--- src/sv/pbss_pkg.sv ---
// ----------------------------------------------------------------------------
// pbss_pkg - shared types and constants
// Widths of the fixed fields, register map, run and sequencer state codes.
// ----------------------------------------------------------------------------
package pbss_pkg;

	localparam int LEVEL_BITS_DEF = 16;
	localparam int COUNT_BITS_DEF = 16;

	localparam int CFG_W   = 16;    // steps_per_check, ticks_per_wave, rest_level
	localparam int CAP_W   = 24;
	localparam int AMP_W   = 15;
	localparam int HALF_W  = 15;    // half of a 16-bit even period
	localparam int QUOT_W  = 17;    // ramp quotient never exceeds amplitude + 1
	localparam int ADDR_W  = 5;
	localparam int DATA_W  = 32;
	localparam int MODE_W  = 2;

	// register indexes (paddr[4:2])
	localparam logic [2:0] REG_STEP_MODE  = 3'd0;
	localparam logic [2:0] REG_STEPS      = 3'd1;
	localparam logic [2:0] REG_TICKS      = 3'd2;
	localparam logic [2:0] REG_THRESHOLD  = 3'd3;
	localparam logic [2:0] REG_REST       = 3'd4;
	localparam logic [2:0] REG_UP_AMP     = 3'd5;
	localparam logic [2:0] REG_DOWN_AMP   = 3'd6;

	// step modes; bit 1 set means finish on the capacitance threshold
	localparam logic [MODE_W-1:0] MODE_UP   = 2'd0;
	localparam logic [MODE_W-1:0] MODE_DOWN = 2'd1;
	localparam logic [MODE_W-1:0] MODE_CAP  = 2'd2;

	localparam logic [0:0] OP_TICK  = 1'b0;
	localparam logic [0:0] OP_START = 1'b1;

	typedef enum logic [1:0] {
		RS_IDLE    = 2'd0,
		RS_MEASURE = 2'd1,
		RS_STEP    = 2'd2,
		RS_DONE    = 2'd3
	} run_state_t;

	typedef enum logic [1:0] {
		SQ_IDLE,
		SQ_CALC,
		SQ_HOLD
	} seq_state_t;

endpackage

--- src/sv/pbss_if.sv ---
// ----------------------------------------------------------------------------
// pbss_if - request and result channels
// Valid/ready channels; an item moves when valid and ready are both high.
// ----------------------------------------------------------------------------
interface pbss_in_if;
	logic                        valid;
	logic                        ready;
	logic                        op;
	logic                        tracker_done;
	logic [pbss_pkg::CAP_W-1:0]  capacitance;

	modport source (output valid, op, tracker_done, capacitance, input ready);
	modport sink   (input valid, op, tracker_done, capacitance, output ready);
endinterface

interface pbss_out_if #(
	parameter int LEVEL_BITS = pbss_pkg::LEVEL_BITS_DEF
);
	logic                          valid;
	logic                          ready;
	logic signed [LEVEL_BITS-1:0]  drive_level;
	logic                          bias_zero;
	logic                          measure_request;
	logic [1:0]                    run_state;

	modport source (output valid, drive_level, bias_zero, measure_request, run_state,
		input ready);
	modport sink   (input valid, drive_level, bias_zero, measure_request, run_state,
		output ready);
endinterface

--- src/sv/piezo_blind_step_sequencer.sv ---
// ----------------------------------------------------------------------------
// piezo_blind_step_sequencer - blind step sequencer for a piezo positioner
// Start/tick requests in, one drive result per request out; APB registers.
// ----------------------------------------------------------------------------
//
//  channel   | dir | handshake      | payload
//  ----------+-----+----------------+------------------------------------------
//  in_req    | in  | valid/ready    | op, tracker_done, capacitance[23:0]
//  out_res   | out | valid/ready    | drive_level, bias_zero, measure_request,
//            |     |                | run_state
//  apb       | in  | psel/penable   | paddr[4:0], pwdata/prdata[31:0], pready=1
//
//  A request goes to its result thus: the multiply settles in the accept cycle,
//  the ramp unit then divides one quotient bit at a time, its done flag hands
//  the quotient to the sequencer and the sequencer loads the result register.
//  in_req.ready is high only while the sequencer is idle; it comes back with
//  the result, so a new request is only taken once the last result is loaded.
//  A result held in the output register while out_res.ready is low holds the
//  next computed result in the ramp unit; the next request waits for both.
//  arst_n clears run state, counters and the sequencer and sets the config registers to their defaults.
//
module piezo_blind_step_sequencer #(
	parameter int LEVEL_BITS = pbss_pkg::LEVEL_BITS_DEF,
	parameter int COUNT_BITS = pbss_pkg::COUNT_BITS_DEF
) (
	input  logic                         clk,
	input  logic                         arst_n,
	pbss_in_if.sink                      in_req,
	pbss_out_if.source                   out_res,
	input  logic                         psel,
	input  logic                         penable,
	input  logic                         pwrite,
	input  logic [pbss_pkg::ADDR_W-1:0]  paddr,
	input  logic [pbss_pkg::DATA_W-1:0]  pwdata,
	output logic [pbss_pkg::DATA_W-1:0]  prdata,
	output logic                         pready
);
	import pbss_pkg::*;

	localparam int CMP_W = ((COUNT_BITS > CFG_W) ? COUNT_BITS : CFG_W) + 1;
	localparam int SUM_W = CFG_W + 3;
	localparam int SAT_W = ((LEVEL_BITS > SUM_W) ? LEVEL_BITS : SUM_W) + 1;
	localparam logic signed [SAT_W-1:0] LVL_MAX =
		SAT_W'((longint'(1) << (LEVEL_BITS - 1)) - 1);
	localparam logic signed [SAT_W-1:0] LVL_MIN = -LVL_MAX - SAT_W'(1);

	// ---------------------------------------------------------------- config
	logic [MODE_W-1:0]      step_mode_q;
	logic [CFG_W-1:0]       steps_q;
	logic [CFG_W-1:0]       ticks_q;
	logic [CAP_W-1:0]       threshold_q;
	logic signed [CFG_W-1:0] rest_q;
	logic [AMP_W-1:0]       up_amp_q;
	logic [AMP_W-1:0]       down_amp_q;

	logic       cfg_wr;
	logic [2:0] reg_idx;

	assign pready  = 1'b1;
	assign reg_idx = paddr[ADDR_W-1:2];
	assign cfg_wr  = psel && penable && pwrite && pready;

	always_ff @(posedge clk or negedge arst_n) begin
		if (!arst_n) begin
			step_mode_q <= MODE_UP;
			steps_q     <= CFG_W'(1);
			ticks_q     <= CFG_W'(2);
			threshold_q <= '0;
			rest_q      <= '0;
			up_amp_q    <= '0;
			down_amp_q  <= '0;
		end else if (cfg_wr) begin
			unique case (reg_idx)
				REG_STEP_MODE: step_mode_q <= pwdata[MODE_W-1:0];
				REG_STEPS:     steps_q     <= pwdata[CFG_W-1:0];
				REG_TICKS:     ticks_q     <= pwdata[CFG_W-1:0];
				REG_THRESHOLD: threshold_q <= pwdata[CAP_W-1:0];
				REG_REST:      rest_q      <= pwdata[CFG_W-1:0];
				REG_UP_AMP:    up_amp_q    <= pwdata[AMP_W-1:0];
				REG_DOWN_AMP:  down_amp_q  <= pwdata[AMP_W-1:0];
				default: ;
			endcase
		end
	end

	always_comb begin
		unique case (reg_idx)
			REG_STEP_MODE: prdata = DATA_W'(step_mode_q);
			REG_STEPS:     prdata = DATA_W'(steps_q);
			REG_TICKS:     prdata = DATA_W'(ticks_q);
			REG_THRESHOLD: prdata = DATA_W'(threshold_q);
			REG_REST:      prdata = DATA_W'($unsigned(rest_q));
			REG_UP_AMP:    prdata = DATA_W'(up_amp_q);
			REG_DOWN_AMP:  prdata = DATA_W'(down_amp_q);
			default:       prdata = '0;
		endcase
	end

	// wave period: even, at least 2; half period drives the ramp slope
	logic [CFG_W-1:0]  period;
	logic [HALF_W-1:0] half;
	logic [CFG_W-1:0]  period_raw;

	assign period_raw = {ticks_q[CFG_W-1:1], 1'b0};
	assign period     = (period_raw < CFG_W'(2)) ? CFG_W'(2) : period_raw;
	assign half       = period[CFG_W-1:1];

	// ---------------------------------------------------------------- run state
	run_state_t             run_q;
	logic                   stepped_q;
	logic [COUNT_BITS-1:0]  phase_q;
	logic [COUNT_BITS-1:0]  waves_q;

	seq_state_t seq_q, seq_d;
	logic       in_fire;
	logic       load_out;

	assign in_fire = in_req.valid && in_req.ready;

	// next-tick evaluation, all from the current state and the request
	run_state_t             t_run;
	logic                   t_stepped;
	logic [COUNT_BITS-1:0]  t_phase;
	logic [COUNT_BITS-1:0]  t_waves;
	logic                   t_req;
	logic                   t_step;
	logic                   t_finish;
	logic [COUNT_BITS-1:0]  cur_phase;
	logic [COUNT_BITS-1:0]  cur_waves;
	logic [COUNT_BITS:0]    phase_inc;
	logic                   wrap;
	logic                   mode_down;
	logic [COUNT_BITS-1:0]  r_x;
	logic [AMP_W-1:0]       r_amp;
	logic [AMP_W-1:0]       r_base;
	logic                   r_neg;

	assign mode_down = (step_mode_q == MODE_DOWN);

	always_comb begin
		t_run     = run_q;
		t_stepped = stepped_q;
		cur_phase = phase_q;
		cur_waves = waves_q;
		t_req     = 1'b0;
		t_finish  = 1'b0;
		if (in_req.op == OP_START) begin
			t_run     = RS_MEASURE;
			t_stepped = 1'b0;
			cur_phase = '0;
			cur_waves = '0;
		end else begin
			// burst over: measure again
			if (t_run == RS_STEP && CMP_W'(waves_q) >= CMP_W'(steps_q)) begin
				t_run     = RS_MEASURE;
				t_stepped = 1'b1;
			end
			if (t_run == RS_MEASURE) begin
				t_req = 1'b1;
				if (in_req.tracker_done) begin
					t_finish  = step_mode_q[1] ? (in_req.capacitance > threshold_q)
						: t_stepped;
					t_run     = t_finish ? RS_DONE : RS_STEP;
					cur_phase = '0;
					cur_waves = '0;
				end
			end
		end
		t_step = (in_req.op == OP_TICK) && (t_run == RS_STEP);

		phase_inc = {1'b0, cur_phase} + 1'b1;
		wrap      = (CMP_W'(phase_inc) >= CMP_W'(period)) || phase_inc[COUNT_BITS];
		t_phase   = cur_phase;
		t_waves   = cur_waves;
		if (t_step) begin
			if (wrap) begin
				t_phase = '0;
				if (cur_waves != '1) begin
					t_waves = cur_waves + 1'b1;
				end
			end else begin
				t_phase = phase_inc[COUNT_BITS-1:0];
			end
		end

		// ramp operands; x = 0 gives a zero quotient on the flat parts
		r_x    = '0;
		r_amp  = '0;
		r_base = '0;
		r_neg  = 1'b0;
		if (t_step) begin
			if (mode_down) begin
				r_base = down_amp_q;
				r_neg  = 1'b1;
				if (CMP_W'(cur_phase) >= CMP_W'(half)) begin
					r_x   = COUNT_BITS'(CMP_W'(cur_phase) - CMP_W'(half));
					r_amp = down_amp_q;
				end
			end else if (CMP_W'(cur_phase) <= CMP_W'(half)) begin
				r_x   = cur_phase;
				r_amp = up_amp_q;
			end
		end
	end

	always_ff @(posedge clk or negedge arst_n) begin
		if (!arst_n) begin
			run_q     <= RS_IDLE;
			stepped_q <= 1'b0;
			phase_q   <= '0;
			waves_q   <= '0;
		end else if (in_fire) begin
			run_q     <= t_run;
			stepped_q <= t_stepped;
			phase_q   <= t_phase;
			waves_q   <= t_waves;
		end
	end

	// per-request fields waiting for the ramp quotient
	logic             item_bias_q;
	logic             item_req_q;
	run_state_t       item_run_q;
	logic [AMP_W-1:0] item_base_q;
	logic             item_neg_q;

	always_ff @(posedge clk) begin
		if (in_fire) begin
			item_bias_q <= t_step;
			item_req_q  <= t_req;
			item_run_q  <= t_run;
			item_base_q <= r_base;
			item_neg_q  <= r_neg;
		end
	end

	// ---------------------------------------------------------------- ramp unit
	logic              ramp_done;
	logic [QUOT_W-1:0] ramp_quot;

	pbss_ramp_unit #(
		.COUNT_BITS(COUNT_BITS)
	) u_ramp (
		.clk    (clk),
		.arst_n (arst_n),
		.start  (in_fire),
		.x      (r_x),
		.amp    (r_amp),
		.half   (half),
		.done   (ramp_done),
		.quot   (ramp_quot)
	);

	// ---------------------------------------------------------------- sequencer
	always_ff @(posedge clk or negedge arst_n) begin
		if (!arst_n) begin
			seq_q <= SQ_IDLE;
		end else begin
			seq_q <= seq_d;
		end
	end

	always_comb begin
		seq_d        = seq_q;
		in_req.ready = 1'b0;
		load_out     = 1'b0;
		unique case (seq_q)
			SQ_IDLE: begin
				in_req.ready = 1'b1;
				if (in_req.valid) begin
					seq_d = SQ_CALC;
				end
			end
			SQ_CALC: begin
				if (ramp_done) begin
					seq_d = SQ_HOLD;
				end
			end
			SQ_HOLD: begin
				if (!out_res.valid || out_res.ready) begin
					load_out = 1'b1;
					seq_d    = SQ_IDLE;
				end
			end
			default: seq_d = SQ_IDLE;
		endcase
	end

	// ---------------------------------------------------------------- level
	// rest + base -/+ quotient, then clamp to LEVEL_BITS signed
	logic signed [SUM_W-1:0]  sum;
	logic signed [SUM_W-1:0]  quot_s;
	logic signed [SAT_W-1:0]  sum_ext;
	logic [LEVEL_BITS-1:0]    level;

	assign quot_s  = $signed({{(SUM_W-QUOT_W){1'b0}}, ramp_quot});
	assign sum     = SUM_W'(rest_q) + $signed({{(SUM_W-AMP_W){1'b0}}, item_base_q})
		+ (item_neg_q ? -quot_s : quot_s);
	assign sum_ext = SAT_W'(sum);

	always_comb begin
		if (sum_ext > LVL_MAX) begin
			level = LVL_MAX[LEVEL_BITS-1:0];
		end else if (sum_ext < LVL_MIN) begin
			level = LVL_MIN[LEVEL_BITS-1:0];
		end else begin
			level = sum_ext[LEVEL_BITS-1:0];
		end
	end

	// ---------------------------------------------------------------- result register
	logic                  out_valid_q;
	logic [LEVEL_BITS-1:0] out_level_q;
	logic                  out_bias_q;
	logic                  out_req_q;
	logic [1:0]            out_run_q;

	always_ff @(posedge clk or negedge arst_n) begin
		if (!arst_n) begin
			out_valid_q <= 1'b0;
		end else if (load_out) begin
			out_valid_q <= 1'b1;
		end else if (out_res.ready) begin
			out_valid_q <= 1'b0;
		end
	end

	always_ff @(posedge clk) begin
		if (load_out) begin
			out_level_q <= level;
			out_bias_q  <= item_bias_q;
			out_req_q   <= item_req_q;
			out_run_q   <= item_run_q;
		end
	end

	assign out_res.valid           = out_valid_q;
	assign out_res.drive_level     = $signed(out_level_q);
	assign out_res.bias_zero       = out_bias_q;
	assign out_res.measure_request = out_req_q;
	assign out_res.run_state       = out_run_q;

`ifndef SYNTHESIS
	// one request at a time: ready drops right after an accept
	a_single_item: assert property (@(posedge clk) disable iff (!arst_n)
		in_fire |=> !in_req.ready)
		else $error("request accepted while a previous one is in flight");

	// a stepping tick always leaves the run in the stepping state
	a_bias_step: assert property (@(posedge clk) disable iff (!arst_n)
		out_res.valid && out_res.bias_zero |-> out_res.run_state == RS_STEP)
		else $error("bias forced to zero outside stepping");

	// a measure request never reports an idle run
	a_req_state: assert property (@(posedge clk) disable iff (!arst_n)
		out_res.valid && out_res.measure_request |-> out_res.run_state != RS_IDLE)
		else $error("measurement requested while idle");

	// the ramp unit only finishes while the sequencer waits for it
	a_done_calc: assert property (@(posedge clk) disable iff (!arst_n)
		ramp_done |-> seq_q == SQ_CALC)
		else $error("ramp result outside calculation");
`endif

endmodule

--- src/sv/pbss_ramp_unit.sv ---
// ----------------------------------------------------------------------------
// pbss_ramp_unit - ramp sample arithmetic
// One multiply, then a restoring divide one quotient bit per cycle:
// quot = (x * amp + half/2) / half.
// ----------------------------------------------------------------------------
module pbss_ramp_unit #(
	parameter int COUNT_BITS = pbss_pkg::COUNT_BITS_DEF
) (
	input  logic                          clk,
	input  logic                          arst_n,
	input  logic                          start,
	input  logic [COUNT_BITS-1:0]         x,
	input  logic [pbss_pkg::AMP_W-1:0]    amp,
	input  logic [pbss_pkg::HALF_W-1:0]   half,
	output logic                          done,
	output logic [pbss_pkg::QUOT_W-1:0]   quot
);
	import pbss_pkg::*;

	localparam int NUM_W = COUNT_BITS + AMP_W + 1;
	localparam int CNT_W = $clog2(NUM_W + 1);

	logic [NUM_W-1:0]  num_q;
	logic [HALF_W-1:0] rem_q;
	logic [CNT_W-1:0]  cnt_q;
	logic              done_q;

	logic [NUM_W-1:0]  prod;
	logic [HALF_W:0]   rem_sh;
	logic [HALF_W:0]   rem_sub;
	logic              ge;

	assign prod = {{(NUM_W-COUNT_BITS){1'b0}}, x} * {{(NUM_W-AMP_W){1'b0}}, amp};
	assign rem_sh  = {rem_q, num_q[NUM_W-1]};
	assign ge      = rem_sh >= {1'b0, half};
	assign rem_sub = rem_sh - {1'b0, half};

	always_ff @(posedge clk or negedge arst_n) begin
		if (!arst_n) begin
			cnt_q  <= '0;
			done_q <= 1'b0;
		end else begin
			done_q <= 1'b0;
			if (start) begin
				cnt_q <= CNT_W'(NUM_W);
			end else if (cnt_q != '0) begin
				cnt_q <= cnt_q - 1'b1;
				if (cnt_q == CNT_W'(1)) begin
					done_q <= 1'b1;
				end
			end
		end
	end

	// dividend shifts out the top while quotient bits shift in at the bottom
	always_ff @(posedge clk) begin
		if (start) begin
			num_q <= prod + NUM_W'(half >> 1);
			rem_q <= '0;
		end else if (cnt_q != '0) begin
			num_q <= {num_q[NUM_W-2:0], ge};
			rem_q <= ge ? rem_sub[HALF_W-1:0] : rem_sh[HALF_W-1:0];
		end
	end

	assign done = done_q;
	assign quot = num_q[QUOT_W-1:0];

endmodule
--- src/flat_wrapper.sv ---
// flat-port wrapper written by rule: the top's interface ports become plain ports
module piezo_blind_step_sequencer_flat import pbss_pkg::*;
#(
	parameter int LEVEL_BITS = pbss_pkg::LEVEL_BITS_DEF,
	parameter int COUNT_BITS = pbss_pkg::COUNT_BITS_DEF
)
  (clk, arst_n, psel, penable, pwrite, paddr, pwdata, prdata, pready, in_req_valid, in_req_op, in_req_tracker_done, in_req_capacitance, in_req_ready, out_res_valid, out_res_drive_level, out_res_bias_zero, out_res_measure_request, out_res_run_state, out_res_ready);
  pbss_in_if in_req_i ();
  pbss_out_if #(.LEVEL_BITS(LEVEL_BITS)) out_res_i ();
  input  logic clk;
  input  logic arst_n;
  input  logic psel;
  input  logic penable;
  input  logic pwrite;
  input  logic [pbss_pkg::ADDR_W-1:0] paddr;
  input  logic [pbss_pkg::DATA_W-1:0] pwdata;
  output logic [pbss_pkg::DATA_W-1:0] prdata;
  output logic pready;
  input wire logic [$bits(in_req_i.valid)-1:0] in_req_valid;
  input wire logic [$bits(in_req_i.op)-1:0] in_req_op;
  input wire logic [$bits(in_req_i.tracker_done)-1:0] in_req_tracker_done;
  input wire logic [$bits(in_req_i.capacitance)-1:0] in_req_capacitance;
  output wire logic [$bits(in_req_i.ready)-1:0] in_req_ready;
  output wire logic [$bits(out_res_i.valid)-1:0] out_res_valid;
  output wire logic [$bits(out_res_i.drive_level)-1:0] out_res_drive_level;
  output wire logic [$bits(out_res_i.bias_zero)-1:0] out_res_bias_zero;
  output wire logic [$bits(out_res_i.measure_request)-1:0] out_res_measure_request;
  output wire logic [$bits(out_res_i.run_state)-1:0] out_res_run_state;
  input wire logic [$bits(out_res_i.ready)-1:0] out_res_ready;
  assign in_req_i.valid = in_req_valid;
  assign in_req_i.op = in_req_op;
  assign in_req_i.tracker_done = in_req_tracker_done;
  assign in_req_i.capacitance = in_req_capacitance;
  assign in_req_ready = in_req_i.ready;
  assign out_res_valid = out_res_i.valid;
  assign out_res_drive_level = out_res_i.drive_level;
  assign out_res_bias_zero = out_res_i.bias_zero;
  assign out_res_measure_request = out_res_i.measure_request;
  assign out_res_run_state = out_res_i.run_state;
  assign out_res_i.ready = out_res_ready;
  piezo_blind_step_sequencer #(.LEVEL_BITS(LEVEL_BITS), .COUNT_BITS(COUNT_BITS)) u_core (.clk(clk), .arst_n(arst_n), .in_req(in_req_i), .out_res(out_res_i), .psel(psel), .penable(penable), .pwrite(pwrite), .paddr(paddr), .pwdata(pwdata), .prdata(prdata), .pready(pready));
endmodule
--- config.mk ---
export PLATFORM = sky130hd
export DESIGN_NAME = piezo_blind_step_sequencer_flat
export DESIGN_NICKNAME = d
export VERILOG_FILES = /design/src/sv/pbss_pkg.sv /design/src/sv/pbss_if.sv /design/src/sv/piezo_blind_step_sequencer.sv /design/src/sv/pbss_ramp_unit.sv /design/src/flat_wrapper.sv
export SDC_FILE = /design/constraint.sdc
export NUM_CORES = 1
export LEC_CHECK = 0
export BUFFER_PORTS_ARGS = -buffer_cell sky130_fd_sc_hd__clkbuf_2
export CAP_MARGIN = 20
export CORE_UTILIZATION = 30
export CTS_BUF_LIST = sky130_fd_sc_hd__clkbuf_8
export CTS_CLUSTER_SIZE = 30
export DETAILED_ROUTE_END_ITERATION = 7
export PLACE_DENSITY = 0.55
export SLEW_MARGIN = 10
export SYNTH_ARGS = -nofsm -noshare
export SYNTH_HDL_FRONTEND = slang
export SYNTH_HIERARCHICAL = 1
export SYNTH_SLANG_ARGS = --single-unit
--- constraint.sdc ---
create_clock -name clk -period 22.9 [get_ports clk]
set_clock_uncertainty 0.05 [all_clocks]
set_input_delay 3.435 -clock clk [delete_from_list [all_inputs] [get_ports clk]]
set_output_delay 3.435 -clock clk [all_outputs]
set_load 0.03 [all_outputs]
==> summary.md <==
| Metric | Value |
|---|---|
| Total track usage | 16.39% |
| Total die area | roughly 0.084 mm2 |
| LEAKAGE | between 10 and 15 nW |
| First-pass GRT wire length | ~110000 um |
| Critical path fanouts, max | 21 |
| Pre-antenna DRT Iters | 5 |
| Drt drc | 0 |
| Max Root-Sink Buffers | 3 |
| WL per Instance | between 15 and 20 um |
| Num CTS Buffers | 45 |
| Post-synthesis cell type count | 97 |
| Pin slew with the least headroom to its limit | 949.0 ps |
| Vias in the first global route | between 15k and 20k |
| Core Util, Final | between 30% and 40% |
| Cell taking the most area after synthesis | fa_1 |
| Largest net degree at the start of global routing | a little over 90 |
| H-Tree Depth | 2 |
| Area Growth Syn to Fin | 9.406% |
| Mapped Cells | ~2.8k |
| Post-DP HPWL | about 54000 um |
| Max_slew headroom | between 30 and 40% |
| Worst hold-check path type | register to register |
| Routability congestion estimate | 0.8839 |
| Minimum clock period | 13080 ps |
| Critical path arrival | 13400 ps |
| Total grt overflow | 0 |
| Setup_tns | 0 ps |
| Maximum clock frequency | around 76 MHz |
| Status | complete, no violations |
| List of most frequent post-synthesis cells | inv_1 (412), nand2_1 (338), ha_1 (219) |
| Worst skew pair latency | 620 ps |
| Final ANT Viol Nets | 0 |
| Syn avg cell area | 8.882 um2 |
| Die X | just under 300 um |
| Fill cells | 8564 |
| DRT Wirelength | between 60000 and 70000 um |
| Post-synth EDFFs | between 70 and 80 |
| Worst setup SP type | input port |
| Largest stage delay, worst path | between 700 and 800 ps |
| Post-synth ARST share | 63.14% |
| Cell types occupying the most area after synthesis | fa_1 (17%), dfrtp_1 (15%), ha_1 (11%) |
| Nets@finish | between 3k and 4k |
| Initial core utilization | a little under a third |
| Die height | slightly below 300 um |
| Post-CTS sizing | 0 |
| Peak VDD IR | around 0.062 mV |
| I/O pins | 125 |
| Root Driver | clkbuf_8 |
| Initial DRC Count | 1166 |
| Crit end category | register |
| Top-count cell post-synth | inv_1 |
| Post-CTS setup buffers | 0 |
| Setup violators final | 0 |
| Layout cells sized above 1 | roughly 11% |
| Reg clk slew, reported paths | about 60 ps |
| Vias/cell | 4.945 |
| Crit Path Class | input port to register |
| #FFs+latches synth | approximately 240 |
| Site row count | 105 |
| RSZ-0062 raised after global routing | no |
| Fin. Hold Viols | 0 |
| Pwr Density | between 80 and 90 mW/mm2 |
| Initial antenna violation count | 1 |
| # clock sinks | about 240 |
| Cts hold-fix bufs | 0 |
| Register area share after synthesis | between 20 and 25% |
| Share of the synthesized area in the top cell type | 17.05% |
| Fin. max-slew vios | 0 |
| Vias | ~20k |
| Max-cap check violation count | 0 |
| Core area | 0.08211 mm2 |
| CTS tree | yes |
| Ys Warns | 6 |
| Port bufs | roughly 110 |
| Slowest CP cell | a22o_1 |
| Synthesized cell area | 0.02489 mm2 |
| Worst EP required | ~23000 ps |
| Tcrit/Tclk final | between 50 and 60% |
| Most used DFF post-synth | dfrtp_1 |
-- cell families after synthesis --
group	after synthesis	synth area share (%)
and+or+nand+nor	858	16.55
AOI/OAI and AO/OA	534	14.37
adders and majority gates	431	28.06
buffers and inverters	566	9.110
DFF	236	24.89
muxes	86	3.856
xor gates and xnor gates	89	3.132
other	2	0.03018
-- worst paths after layout --
| path | start | to | slack [ps] | cells after the start |
|---|---|---|---|---|
| setup / recovery | in_req_tracker_done | u_core/u_ramp/num_q[25] | 9820 | 35 |
| hold / removal | u_core/item_req_q | u_core/out_res.measure_request | 360 | 0 |
| setup reg to reg | u_core/steps_q[13] | u_core/u_ramp/num_q[25] | 11410 | 38 |
| hold reg to reg | u_core/item_req_q | u_core/out_res.measure_request | 360 | 0 |
| max in group asynchronous | arst_n | u_core/down_amp_q[2] | 18570 | 2 |
| min in group asynchronous | arst_n | u_core/waves_q[0] | 2840 | 1 |
-- layout by cell type (no fill, tap or decap), types with 16 or more instances in the layout --
cell / synthesis / layout
inv_1: 412 / 428
nand2_1: 338 / 338
ha_1: 219 / 219
fa_1: 212 / 212
o21ai_0: 153 / 153
dfrtp_1: 147 / 147
nor2_1: 147 / 145
and2_1: 140 / 140
a21oi_1: 108 / 108
clkbuf_2: 0 / 104
edfxtp_1: 72 / 72
mux2_2: 61 / 61
clkbuf_8: 0 / 52
xnor2_1: 52 / 52
nand3_1: 50 / 50
buf_4: 28 / 39
xor2_1: 37 / 37
a21o_1: 29 / 29
a31oi_1: 26 / 26
nor3_1: 28 / 26
and3_1: 25 / 25
nor2b_1: 25 / 24
mux2i_1: 22 / 22
a22o_1: 21 / 21
a211oi_1: 20 / 20
nand4_1: 20 / 20
o211ai_1: 17 / 17
nand2b_1: 16 / 16
-- per-layer routing --
metal  share of wire, %  GRT usage (%)
met5                  0              0
met4                1.7          3.581
met3                5.0          2.351
met2                 46          26.48
met1                 47          23.12
-- stage by stage --
step | hold WS (ps) | power [mW] | instance area, um2 | setup WS, ps | instances
2_1_floorplan | 350.3 | 1.645 | 24910 | 10160 | 2809
3_3_place_gp | 353.8 | 1.939 | 26380 | 9273 | 3871
3_5_place_dp | 355.4 | 1.947 | 26380 | 9302 | 3871
4_1_cts | 366.7 | 2.363 | 27230 | 9900 | 3951
5_1_grt | 373.8 | 2.553 | 27230 | 9229 | 3952
6_report | 364.3 | 2.345 | 27230 | 9816 | 3952
-- cell type report --
cell class,instances,area [um2],area share (%)
multi-input combinational,2007,16470,60.49
sequential,236,6193,22.75
inverter,414,1555,5.712
tap,1070,1339,4.917
timing repair buffer,144,824.5,3.028
clock buffer,52,715.7,2.628
clock inverter,28,127.6,0.4687
antenna,1,2.502,0.009190
-- where the power goes --
group	internal, mW	leakage [nW]	switching, mW
logic	0.503	10.0	0.764
clock network	0.207	0.501	0.194
registers	0.576	2.68	0.101
-- registers in the layout, summed over array words and instances (netlist names), 6 cells and up --
register,count
u_core/down_amp_q,15
u_core/item_base_q,15
u_core/out_res.drive_level,16
u_core/phase_q,16
u_core/rest_q,16
u_core/steps_q,16
u_core/threshold_q,24
u_core/ticks_q,16
u_core/u_ramp/cnt_q,6
u_core/u_ramp/num_q,32
u_core/u_ramp/rem_q,15
u_core/up_amp_q,15
u_core/waves_q,16
-- worst max-delay path: cells and delay by family --
kind | cells | cell delay [ps]
AND/OR/NAND/NOR | 10 | 2690
multiplexers | 1 | 270
buffers and inverters | 8 | 700
XOR/XNOR | 1 | 180
AO/OA/AOI/OAI | 7 | 2250
adder cells (fa/ha/maj) | 8 | 3830
Note: power is estimated with default switching activity, not from simulation.
